### src/rtl/cbenc_pkg.sv
`default_nettype none

package cbenc_pkg;

    localparam int QUIET_ZONE_LEN_DEF = 10;
    localparam int TABLE_SIZE         = 22;
    localparam int PATTERN_LEN        = 7;

    // wide flags, first element in bit 6
    localparam logic [PATTERN_LEN-1:0] MASK_START = 7'h29;
    localparam logic [PATTERN_LEN-1:0] MASK_STOP  = 7'h0E;

    localparam logic [7:0] CB_CODE [TABLE_SIZE] = '{
        8'h30, 8'h31, 8'h32, 8'h33, 8'h34, 8'h35, 8'h36, 8'h37, 8'h38, 8'h39,
        8'h41, 8'h54, 8'h42, 8'h4E, 8'h43, 8'h2A, 8'h44, 8'h45,
        8'h2E, 8'h2F, 8'h3A, 8'h2B
    };

    localparam logic [PATTERN_LEN-1:0] CB_MASK [TABLE_SIZE] = '{
        7'h03, 7'h06, 7'h09, 7'h60, 7'h12, 7'h42, 7'h21, 7'h24, 7'h30, 7'h48,
        7'h1A, 7'h1A, 7'h29, 7'h29, 7'h0B, 7'h0B, 7'h0E, 7'h0E,
        7'h54, 7'h51, 7'h45, 7'h15
    };

    typedef struct packed {
        logic [7:0] symbol_code;
        logic       first_symbol;
        logic       last_symbol;
    } sym_in_t;

    typedef struct packed {
        logic is_space;
        logic is_wide;
        logic last_element;
        logic bad_symbol;
    } elem_out_t;

    typedef struct packed {
        logic                   hit;
        logic [PATTERN_LEN-1:0] mask;
    } lookup_t;

    typedef enum logic [6:0] {
        S_IDLE  = 7'b0000001,
        S_BAD   = 7'b0000010,
        S_QPRE  = 7'b0000100,
        S_START = 7'b0001000,
        S_CHAR  = 7'b0010000,
        S_STOP  = 7'b0100000,
        S_QPOST = 7'b1000000
    } state_t;

    typedef enum logic [2:0] {
        EL_QUIET = 3'd0,
        EL_BAD   = 3'd1,
        EL_START = 3'd2,
        EL_CHAR  = 3'd3,
        EL_STOP  = 3'd4
    } el_sel_t;

    typedef struct packed {
        logic    load;
        logic    emit;
        logic    cnt_clr;
        logic    cnt_inc;
        logic    last_el;
        el_sel_t sel;
    } dp_cmd_t;

    typedef struct packed {
        logic out_ready;
        logic new_bad;
        logic new_first;
        logic held_last;
        logic pat_end;
        logic gap;
        logic qz_end;
    } dp_sts_t;

    function automatic lookup_t cb_lookup(input logic [7:0] code);
        lookup_t res;
        res.hit  = 1'b0;
        res.mask = '0;
        for (int i = 0; i < TABLE_SIZE; i++)
        begin
            if (CB_CODE[i] == code)
            begin
                res.hit  = 1'b1;
                res.mask = CB_MASK[i];
            end
        end
        return res;
    endfunction

endpackage

`default_nettype wire

### src/rtl/cbenc_dp.sv
`default_nettype none

module cbenc_dp #(
    parameter int QUIET_ZONE_LEN = cbenc_pkg::QUIET_ZONE_LEN_DEF
) (
    input  wire                  clk,
    input  wire                  rst_n,
    input  cbenc_pkg::sym_in_t   in_data,
    input  cbenc_pkg::dp_cmd_t   cmd,
    output cbenc_pkg::dp_sts_t   sts,
    output logic                 out_valid,
    input  wire                  out_stall,
    output cbenc_pkg::elem_out_t out_data
);
    import cbenc_pkg::*;

    localparam int CNT_W = (QUIET_ZONE_LEN > 8) ? $clog2(QUIET_ZONE_LEN) : 3;

    logic [CNT_W-1:0]       cnt_reg, cnt_next;
    logic [PATTERN_LEN-1:0] mask_reg, mask_next;
    logic                   last_reg, last_next;
    logic                   out_valid_reg, out_valid_next;
    elem_out_t              out_data_reg, out_data_next;
    lookup_t                lkp;
    logic [PATTERN_LEN-1:0] pat_mask;
    logic [2:0]             pos;
    elem_out_t              elem;

    assign lkp = cb_lookup(in_data.symbol_code);
    assign pos = cnt_reg[2:0];

    always_comb
    begin
        case (cmd.sel)
            EL_START: pat_mask = MASK_START;
            EL_STOP:  pat_mask = MASK_STOP;
            default:  pat_mask = mask_reg;
        endcase
    end

    always_comb
    begin
        elem.is_space     = 1'b1;
        elem.is_wide      = 1'b0;
        elem.last_element = cmd.last_el;
        elem.bad_symbol   = 1'b0;
        case (cmd.sel)
            EL_QUIET:
            begin
                elem.is_space = 1'b1;
            end
            EL_BAD:
            begin
                elem.is_space   = 1'b0;
                elem.bad_symbol = 1'b1;
            end
            EL_START, EL_CHAR, EL_STOP:
            begin
                // position seven is the narrow gap after a character
                if (pos == 3'd7)
                begin
                    elem.is_space = 1'b1;
                end
                else
                begin
                    elem.is_space = pos[0];
                    elem.is_wide  = pat_mask[3'd6 - pos];
                end
            end
            default:
            begin
                elem.is_space = 1'b1;
            end
        endcase
    end

    always_comb
    begin
        cnt_next       = cnt_reg;
        mask_next      = mask_reg;
        last_next      = last_reg;
        out_valid_next = out_valid_reg;
        out_data_next  = out_data_reg;
        if (cmd.cnt_clr)
            cnt_next = '0;
        else if (cmd.cnt_inc)
            cnt_next = cnt_reg + 1'b1;
        if (cmd.load)
        begin
            mask_next = lkp.mask;
            last_next = in_data.last_symbol;
        end
        if (cmd.emit)
        begin
            out_valid_next = 1'b1;
            out_data_next  = elem;
        end
        else if (!out_stall)
        begin
            out_valid_next = 1'b0;
        end
    end

    always_ff @(posedge clk or negedge rst_n)
    begin
        if (!rst_n)
        begin
            out_valid_reg <= 1'b0;
            cnt_reg       <= '0;
        end
        else
        begin
            out_valid_reg <= out_valid_next;
            cnt_reg       <= cnt_next;
        end
    end

    always_ff @(posedge clk)
    begin
        mask_reg     <= mask_next;
        last_reg     <= last_next;
        out_data_reg <= out_data_next;
    end

    always_comb
    begin
        sts.out_ready = !out_valid_reg || !out_stall;
        sts.new_bad   = !lkp.hit;
        sts.new_first = in_data.first_symbol;
        sts.held_last = last_reg;
        sts.pat_end   = (cnt_reg == CNT_W'(6));
        sts.gap       = (cnt_reg == CNT_W'(7));
        sts.qz_end    = (cnt_reg == CNT_W'(QUIET_ZONE_LEN - 1));
    end

    assign out_valid = out_valid_reg;
    assign out_data  = out_data_reg;

endmodule

`default_nettype wire

### src/rtl/cbenc_ctrl.sv
`default_nettype none

module cbenc_ctrl #(
    parameter int QUIET_ZONE_LEN = cbenc_pkg::QUIET_ZONE_LEN_DEF
) (
    input  wire                clk,
    input  wire                rst_n,
    input  wire                in_valid,
    output logic               in_stall,
    input  cbenc_pkg::dp_sts_t sts,
    output cbenc_pkg::dp_cmd_t cmd
);
    import cbenc_pkg::*;

    localparam bit HAS_QZ = (QUIET_ZONE_LEN > 0);

    state_t state_reg, state_next;

    always_comb
    begin
        state_next  = state_reg;
        cmd.load    = 1'b0;
        cmd.emit    = 1'b0;
        cmd.cnt_clr = 1'b0;
        cmd.cnt_inc = 1'b0;
        cmd.last_el = 1'b0;
        cmd.sel     = EL_QUIET;
        case (state_reg)
            S_IDLE:
            begin
                if (in_valid)
                begin
                    cmd.load    = 1'b1;
                    cmd.cnt_clr = 1'b1;
                    if (sts.new_bad)
                        state_next = S_BAD;
                    else if (sts.new_first)
                        state_next = HAS_QZ ? S_QPRE : S_START;
                    else
                        state_next = S_CHAR;
                end
            end
            S_BAD:
            begin
                cmd.sel     = EL_BAD;
                cmd.last_el = 1'b1;
                if (sts.out_ready)
                begin
                    cmd.emit   = 1'b1;
                    state_next = S_IDLE;
                end
            end
            S_QPRE:
            begin
                cmd.sel = EL_QUIET;
                if (sts.out_ready)
                begin
                    cmd.emit = 1'b1;
                    if (sts.qz_end)
                    begin
                        cmd.cnt_clr = 1'b1;
                        state_next  = S_START;
                    end
                    else
                    begin
                        cmd.cnt_inc = 1'b1;
                    end
                end
            end
            S_START:
            begin
                cmd.sel = EL_START;
                if (sts.out_ready)
                begin
                    cmd.emit = 1'b1;
                    if (sts.gap)
                    begin
                        cmd.cnt_clr = 1'b1;
                        state_next  = S_CHAR;
                    end
                    else
                    begin
                        cmd.cnt_inc = 1'b1;
                    end
                end
            end
            S_CHAR:
            begin
                cmd.sel     = EL_CHAR;
                cmd.last_el = sts.gap && !sts.held_last;
                if (sts.out_ready)
                begin
                    cmd.emit = 1'b1;
                    if (sts.gap)
                    begin
                        cmd.cnt_clr = 1'b1;
                        state_next  = sts.held_last ? S_STOP : S_IDLE;
                    end
                    else
                    begin
                        cmd.cnt_inc = 1'b1;
                    end
                end
            end
            S_STOP:
            begin
                // stop symbol has no trailing gap
                cmd.sel     = EL_STOP;
                cmd.last_el = sts.pat_end && !HAS_QZ;
                if (sts.out_ready)
                begin
                    cmd.emit = 1'b1;
                    if (sts.pat_end)
                    begin
                        cmd.cnt_clr = 1'b1;
                        state_next  = HAS_QZ ? S_QPOST : S_IDLE;
                    end
                    else
                    begin
                        cmd.cnt_inc = 1'b1;
                    end
                end
            end
            S_QPOST:
            begin
                cmd.sel     = EL_QUIET;
                cmd.last_el = sts.qz_end;
                if (sts.out_ready)
                begin
                    cmd.emit = 1'b1;
                    if (sts.qz_end)
                    begin
                        cmd.cnt_clr = 1'b1;
                        state_next  = S_IDLE;
                    end
                    else
                    begin
                        cmd.cnt_inc = 1'b1;
                    end
                end
            end
            default:
            begin
                state_next = S_IDLE;
            end
        endcase
    end

    always_ff @(posedge clk or negedge rst_n)
    begin
        if (!rst_n)
            state_reg <= S_IDLE;
        else
            state_reg <= state_next;
    end

    assign in_stall = (state_reg != S_IDLE);

endmodule

`default_nettype wire

### src/rtl/codabar_symbol_encoder.sv
// Codabar symbol encoder: one ASCII character in, a run of bar/space elements out.
// Input channel in_valid/in_stall/in_data carries the character with its
// first_symbol and last_symbol flags. Output channel out_valid/out_stall/out_data
// carries one element per transaction; last_element marks the final element of
// each input transaction, bad_symbol flags a character outside the table.
// After the input transaction the sequencer leaves idle, then registers each element.
// Throughput: one element per cycle from the output register while not stalled.
// A plain character gives 7 pattern elements and a narrow gap.
// first_symbol adds a quiet zone of QUIET_ZONE_LEN elements, start B and a gap;
// last_symbol adds stop E (7 elements, no gap) and a quiet zone. An unknown
// character gives a single element.
// The sequencer accepts one transaction at a time; in_stall is high until the
// final element has been loaded into the output register, so the next character
// may enter while that element is still waiting at the output.
// A stall on a valid output holds the element and freezes the sequencer outside idle.
// Reset clears the sequencer to idle and empties the output register.
`default_nettype none

module codabar_symbol_encoder #(
    parameter int QUIET_ZONE_LEN = cbenc_pkg::QUIET_ZONE_LEN_DEF
) (
    input  wire                  clk,
    input  wire                  rst_n,
    input  wire                  in_valid,
    output logic                 in_stall,
    input  cbenc_pkg::sym_in_t   in_data,
    output logic                 out_valid,
    input  wire                  out_stall,
    output cbenc_pkg::elem_out_t out_data
);
    import cbenc_pkg::*;

    dp_cmd_t cmd;
    dp_sts_t sts;

    cbenc_ctrl #(
        .QUIET_ZONE_LEN(QUIET_ZONE_LEN)
    ) u_ctrl (
        .clk     (clk),
        .rst_n   (rst_n),
        .in_valid(in_valid),
        .in_stall(in_stall),
        .sts     (sts),
        .cmd     (cmd)
    );

    cbenc_dp #(
        .QUIET_ZONE_LEN(QUIET_ZONE_LEN)
    ) u_dp (
        .clk      (clk),
        .rst_n    (rst_n),
        .in_data  (in_data),
        .cmd      (cmd),
        .sts      (sts),
        .out_valid(out_valid),
        .out_stall(out_stall),
        .out_data (out_data)
    );

endmodule

`default_nettype wire

### config.mk
export PLATFORM = sky130hd
export DESIGN_NAME = codabar_symbol_encoder
export DESIGN_NICKNAME = d
export VERILOG_FILES = /design/src/rtl/cbenc_pkg.sv /design/src/rtl/cbenc_dp.sv /design/src/rtl/cbenc_ctrl.sv /design/src/rtl/codabar_symbol_encoder.sv
export SDC_FILE = /design/constraint.sdc
export NUM_CORES = 1
export LEC_CHECK = 0
export BUFFER_PORTS_ARGS = -buffer_cell sky130_fd_sc_hd__clkbuf_2
export CAP_MARGIN = 30
export CORE_ASPECT_RATIO = 0.5
export CORE_MARGIN = 2
export CORE_UTILIZATION = 59
export DETAILED_ROUTE_END_ITERATION = 6
export GPL_TIMING_DRIVEN = 0
export PLACE_DENSITY = 0.8
export SKIP_LAST_GASP = 1
export SLEW_MARGIN = 40
export SYNTH_ARGS = -nofsm -noshare
export SYNTH_HDL_FRONTEND = slang
export SYNTH_SLANG_ARGS = --single-unit
### constraint.sdc
create_clock -name clk -period 2.55 [get_ports clk]
set_input_delay 0.51 -clock clk [delete_from_list [all_inputs] [get_ports clk]]
set_output_delay 0.51 -clock clk [all_outputs]
set_load 0.03 [all_outputs]
Word level (Yosys, flattened, before mapping)
Cells that the tools add are included.
{ "word_totals": {"regBits": 24, "latch_bits": 0, "ram_bits": 0, "rom_bits": 0, "inputBits": 14, "out_inout_bits": 6, "memories": 0} }
{ "op_classes": {"addsub": 2, "multipliers": 0, "n_div": 0, "order_cmp": 1, "eq_ne": 51, "shifts": 0, "mux": 65, "bitwise": 1, "n_reduce_logical": 15} }
{ "op_table": {"columns": ["op", "count"], "rows": [
  ["$mux W8", 22],
  ["$eq A6 B8 Y1 const A", 15],
  ["$mux W7", 12],
  ["$eq A7 B8 Y1 const A", 7],
  ["$pmux W7 S7", 1],
  ["$ne A2 B2 Y1 const B", 8],
  ["$mux W1", 14],
  ["$pmux W7 S2", 1],
  ["$pmux W3 S4", 1],
  ["$reduce_and A12 Y1", 1],
  ["$mux W5", 2],
  ["$ne A2 B1 Y1 const B", 5],
  ["$mux W3", 3],
  ["$eq A4 B3 Y1 const B", 2],
  ["$mux W4", 2],
  ["$pmux W1 S4", 2],
  ["$reduce_or A2 Y1", 4],
  ["$reduce_or A8 Y1", 1],
  ["$eq A7 B1 Y1 const B", 1],
  ["$eq A7 B2 Y1 const B", 1],
  ["$eq A7 B3 Y1 const B", 1],
  ["$eq A7 B4 Y1 const B", 1],
  ["$eq A7 B5 Y1 const B", 1],
  ["$eq A7 B6 Y1 const B", 1],
  ["other kinds (20)", 26]
]} }

Longest topological paths before layout
{ "depth": {"ltp_word": 26, "depth_mapped": 9, "ltp_nobuf": 8} }

Hierarchy
From an unflattened synthesis, not the netlist that was laid out.
{ "unflattened": {"hier_cells": 233, "area_unflattened_um2": 2079.5} }
{ "by_module_without_submodules": {"columns": ["module", "n_inst", "cells_per_inst", "area_each_um2", "seq_area_each_um2"], "rows": [
  ["cbenc_dp", 1, 145, 1352.5, 485.5],
  ["cbenc_ctrl", 1, 88, 726.9, 176.4]
]} }

Worst setup path after synthesis
No wires, ideal clock.
{ "synth_timing": {"path_kind": "register to register", "from": "register u_ctrl.state_reg[5]", "to": "register u_dp.cnt_reg[0]", "arrival_ns": 2.215, "path_slack_ns": 0.202, "stages_incl_launch_ff": 8, "n_path_buf": 1, "synth_period_minus_slack_ns": 2.348, "cell_sequence": "dfrtp_1 > buf_2 > nor3_1 > nand4b_1 > nor2_1 > a211oi_1 > nand4_1 > o21ai_0"} }
{ "synth_via": {"elab_chain_cells": 4, "elab_cells_between_ends": 12} }
{ "synth_rtl": {"columns": ["element", "line_no", "source"], "rows": [
  ["start, declared", "cbenc_ctrl.sv:17", "state_t state_reg, state_next;"],
  ["start signal, assigned", "cbenc_ctrl.sv:154", "state_reg <= state_next;"],
  ["$eq A7 B3 Y1, or another cell as far along", "cbenc_ctrl.sv:28", "case (state_reg)"],
  ["$reduce_or A2 Y1 (no line)", null, null],
  ["$pmux W1 S4 or $pmux W1 S3 (tied branches)", "cbenc_ctrl.sv:28", null],
  ["$mux W4 or $reduce_bool A2 Y1 (tied branches)", null, null],
  ["end signal, assigned", "cbenc_dp.sv:114", "cnt_reg <= cnt_next;"],
  ["end, declared", "cbenc_dp.sv:19", "logic [CNT_W-1:0] cnt_reg, cnt_next;"]
]} }
Parallel ways exist; a longest one is shown, timed or not.
A chain may end at the register's enable or synchronous reset.

Worst setup path in the final report
{ "layout_timing": {"from": "register u_ctrl.state_reg[6]", "to": "register u_dp.out_data_reg, in the netlist u_dp.out_data[2] (data pin)"} }
{ "layout_via": {"elab_chain_cells": 6, "elab_cells_between_ends": 14} }
{ "layout_rtl": {"columns": ["element", "line_no", "source"], "rows": [
  ["$eq A7 B6 Y1, or another cell as far along", "cbenc_ctrl.sv:28", null],
  ["$pmux W3 S4 *", "cbenc_ctrl.sv:28", null],
  ["$eq A3 B3 Y1, or another cell as far along", "cbenc_dp.sv:34, cbenc_dp.sv:47", null],
  ["$pmux W7 S2 or $reduce_or A3 Y1 (tied branches)", "cbenc_dp.sv:34, cbenc_dp.sv:47", null],
  ["$bmux W1 S3 or $not A1 Y1 (tied branches)", null, null],
  ["$mux W1 (not written as such) or $reduce_or A2 Y1 (tied branches)", null, null],
  ["end signal, assigned", "cbenc_dp.sv:122", "out_data_reg <= out_data_next;"],
  ["end, declared", "cbenc_dp.sv:23", "elem_out_t out_data_reg, out_data_next;"]
]} }
Mark *: on every way between the ends. The rest lies on a longest branch, timed or not. The select of a mux whose other input is x is not followed.

==> Flow_metrics.wiki <==
{| class="wikitable"
! Metric !! Value
|-
| Synthesized area per cell || approximately 8.4 sq um
|-
| Routability Congestion || 0.961
|-
| Class of the tightest hold or removal check || in -> async
|-
| Fraction of final layout cells sized beyond drive strength 1 || roughly 15%
|-
| Area of the die || between 0.003 and 0.004 sq mm
|-
| Clock period minus worst slack || around 2.3 ns
|-
| Final layout net count || approximately 260
|-
| Total via count after detailed routing || roughly 1800
|-
| Area share of the leading cell type in the synthesized netlist || approximately a fifth
|-
| Leakage power total || ~0.83 nW
|-
| Worst path required time || 2.55 ns
|-
| Post-layout worst setup margin || roughly 0.22 ns
|-
| Clock skew || around 0.0050 ns
|-
| Buffer depth of the longest clock path || 2
|-
| TritonRoute pass-1 iters || 5
|-
| Seq/Total Area, Yosys || 35.7%
|-
| # diodes || 0
|-
| Hpwl dp || 3200 um
|-
| Async set or reset register ratio after synthesis || approximately half
|-
| Routed Antenna Nets || 0
|-
| Worst Path Arrival || ~2.3 ns
|-
| H-tree depth reported by CTS || 1
|-
| YS warnings || 0
|-
| Later-pin clock latency in the skew report || 0.27 ns
|-
| Unrepaired setup endpoints after global routing || false
|-
| Timing-limited maximum frequency || around 0.43 GHz
|-
| Maximum vdd drop || approximately 0.00027 V
|-
| Final design utilization || between 60% and 70%
|-
| CTS Hold Buffers Added || 0
|-
| Starting DRC count in detailed routing || 200
|-
| Synth top cells by count || nor2_1, nand2_1, o21ai_0
|-
| Kind of critical path || reg -> reg
|-
| Area inside the core boundary || between 0.002 and 0.003 sq mm
|-
| Number of CTS-inserted buffers || 3
|-
| Cell count after synthesis || 220
|-
| Distinct cell type count after synthesis || 54
|-
| Global-route wire length before repair || between 7000 and 8000 um
|-
| Cell Rows || 14
|-
| Overflow left after global routing || 0
|-
| Clock Pin Slew Worst Setup and Hold Paths || roughly 0.080 ns
|-
| Number of instances resized during post-cts repair || 0
|-
| Kind of end point of the critical path || register
|-
| Effective utilization at floorplan || around three fifths
|-
| Areal power density over the cells || 464 mW/mm^2
|-
| Max cap viols || 0
|-
| Post-Route Hold Slack || between 0.1 and 0.15 ns
|-
| Worst-margin pin slew || slightly below 0.6 ns
|-
| Top flip-flop cell by instance count after synthesis || edfxtp_1
|-
| Setup TNS Final || 0 ns
|-
| Average wire per standard cell || roughly 15 um
|-
| Routed wire length || ~4300 um
|-
| Type of element launching the critical path || register
|-
| # DRC || 0
|-
| Number of flops mapped to enable cells by yosys || 12
|-
| Number of max-slew violations in the final report || 0
|-
| I/O pins || 20
|-
| Cell at the root of the clock tree || clkbuf_8
|-
| Setup-violating endpoint count in the final report || 0
|-
| Vias per cell || 6.27
|-
| Final hold violations || 0
|-
| Most repeated cell in the gate-level netlist after synthesis || nor2_1
|-
| Dominant cell type by area after synthesis || edfxtp_1
|-
| Clock tree from TritonCTS || done
|-
| Area growth from synthesis to layout || 10.1%
|-
| Largest fanout of any net on the critical path || 10
|-
| Cell area after synthesis || between 0.0015 and 0.002 sq mm
|-
| Relative slew margins || between 60% and 70%
|-
| GRT Total Usage || between 20% and 30%
|-
| Worst setup slack after placement || ~0.1 ns
|-
| Outcome || completed
|-
| Clock sinks || 24
|-
| Post-CTS setup-driven buffer insertion count || 0
|-
| Vias in the first global route || ~1600
|-
| Power Total || 0.000947 W
|-
| Largest net degree at the start of global routing || 14
|-
| Count of state elements after synthesis || 24
|-
| Die Wd || 83.2 um
|-
| Synth Net Count || 239
|-
| Period utilisation layout || between 90% and 100%
|-
| Number of antenna violations at the first check in global routing || 0
|-
| Leading post-synthesis cells by cell area || edfxtp_1, dfrtp_1, o21ai_0, nor2_1, nand2_1
|-
| Count of buffers from port buffering || 18
|-
| Die height || 43.6 um
|}
## layer usage
metal | vias up | share of wire (%) | GRT usage, %
met2 | 88 | 45 | 42.3
li1 | 862 | - | -
met1 | 811 | 47 | 36.2
met5 | - | 0 | 0
met4 | 0 | 1.6 | 7.87
met3 | 8 | 6.4 | 4.76
## layout make-up
type / instances / area (sq um)
Fill cell: 249 / 956
Buffer: 12 / 56.3
Timing Repair Buffer: 18 / 90.1
Tap cell: 40 / 50.0
Clock buffer: 3 / 41.3
Sequential cell: 24 / 662
Clock inverter: 1 / 3.75
Multi-Input combinational cell: 174 / 1100
Inverter: 10 / 37.5
## through the flow
stage / instance area, sq um / instances
global placement: 1990 / 278
global route: 2040 / 282
floorplan: 1850 / 220
CTS: 2040 / 282
detailed placement: 1990 / 278
finish: 2040 / 282
## power breakdown
| group | total (W) | switching [W] | internal [W] |
|---|---|---|---|
| Combinational | 0.000245 | 0.000164 | 0.0000819 |
| Sequential | 0.000472 | 0.0000227 | 0.000450 |
| Clock | 0.000230 | 0.000122 | 0.000108 |
## placed cells by master, fill, tap and decap left out, types with 4 or more instances in the layout
master / synthesis / routed
a21oi_1: 11 / 11
and3_1: 4 / 4
clkbuf_1: 7 / 7
clkbuf_2: 0 / 18
dfrtp_1: 11 / 11
edfxtp_1: 12 / 12
ha_1: 5 / 5
inv_1: 10 / 10
nand2_1: 21 / 21
nand3_1: 6 / 6
nand4_1: 7 / 7
nand4b_1: 5 / 5
nor2_1: 26 / 25
nor2b_1: 7 / 7
nor3_1: 8 / 8
o21ai_0: 20 / 20
xnor2_1: 4 / 4
## logic make-up after synthesis
logic type	Yosys count	share of synthesized area [%]
buffers and inverters	22	5.07
DFF	24	35.7
xor gates and xnor gates	7	3.31
adders and majority gates	6	3.92
AOI/OAI and AO/OA	53	18.7
muxes	3	1.69
and+or+nand+nor	105	31.6
## worst max-delay path, cell delays in order (launching register included)
cell and delay, ns:
dfrtp_1 0.40, buf_2 0.18, nor4_1 0.46, nand3_1 0.31
nand2_1 0.14, a21oi_1 0.08, o311ai_0 0.32, a21oi_1 0.17
## final timing paths
path                                          start                  end  slack [ns]  cells past startpoint
max in group asynchronous                     rst_n  u_ctrl.state_reg[0]        2.14                      1
worst max register to register  u_ctrl.state_reg[6]     u_dp.out_data[2]        0.22                      7
worst max-delay path            u_ctrl.state_reg[6]     u_dp.out_data[2]        0.22                      7
min in group clk                         in_data[0]        u_dp.last_reg        0.41                      1
worst min-delay path                          rst_n  u_ctrl.state_reg[3]        0.12                      1
worst min register to register      u_dp.cnt_reg[3]      u_dp.cnt_reg[3]        0.59                      2
(Power assumes the default switching activity.)
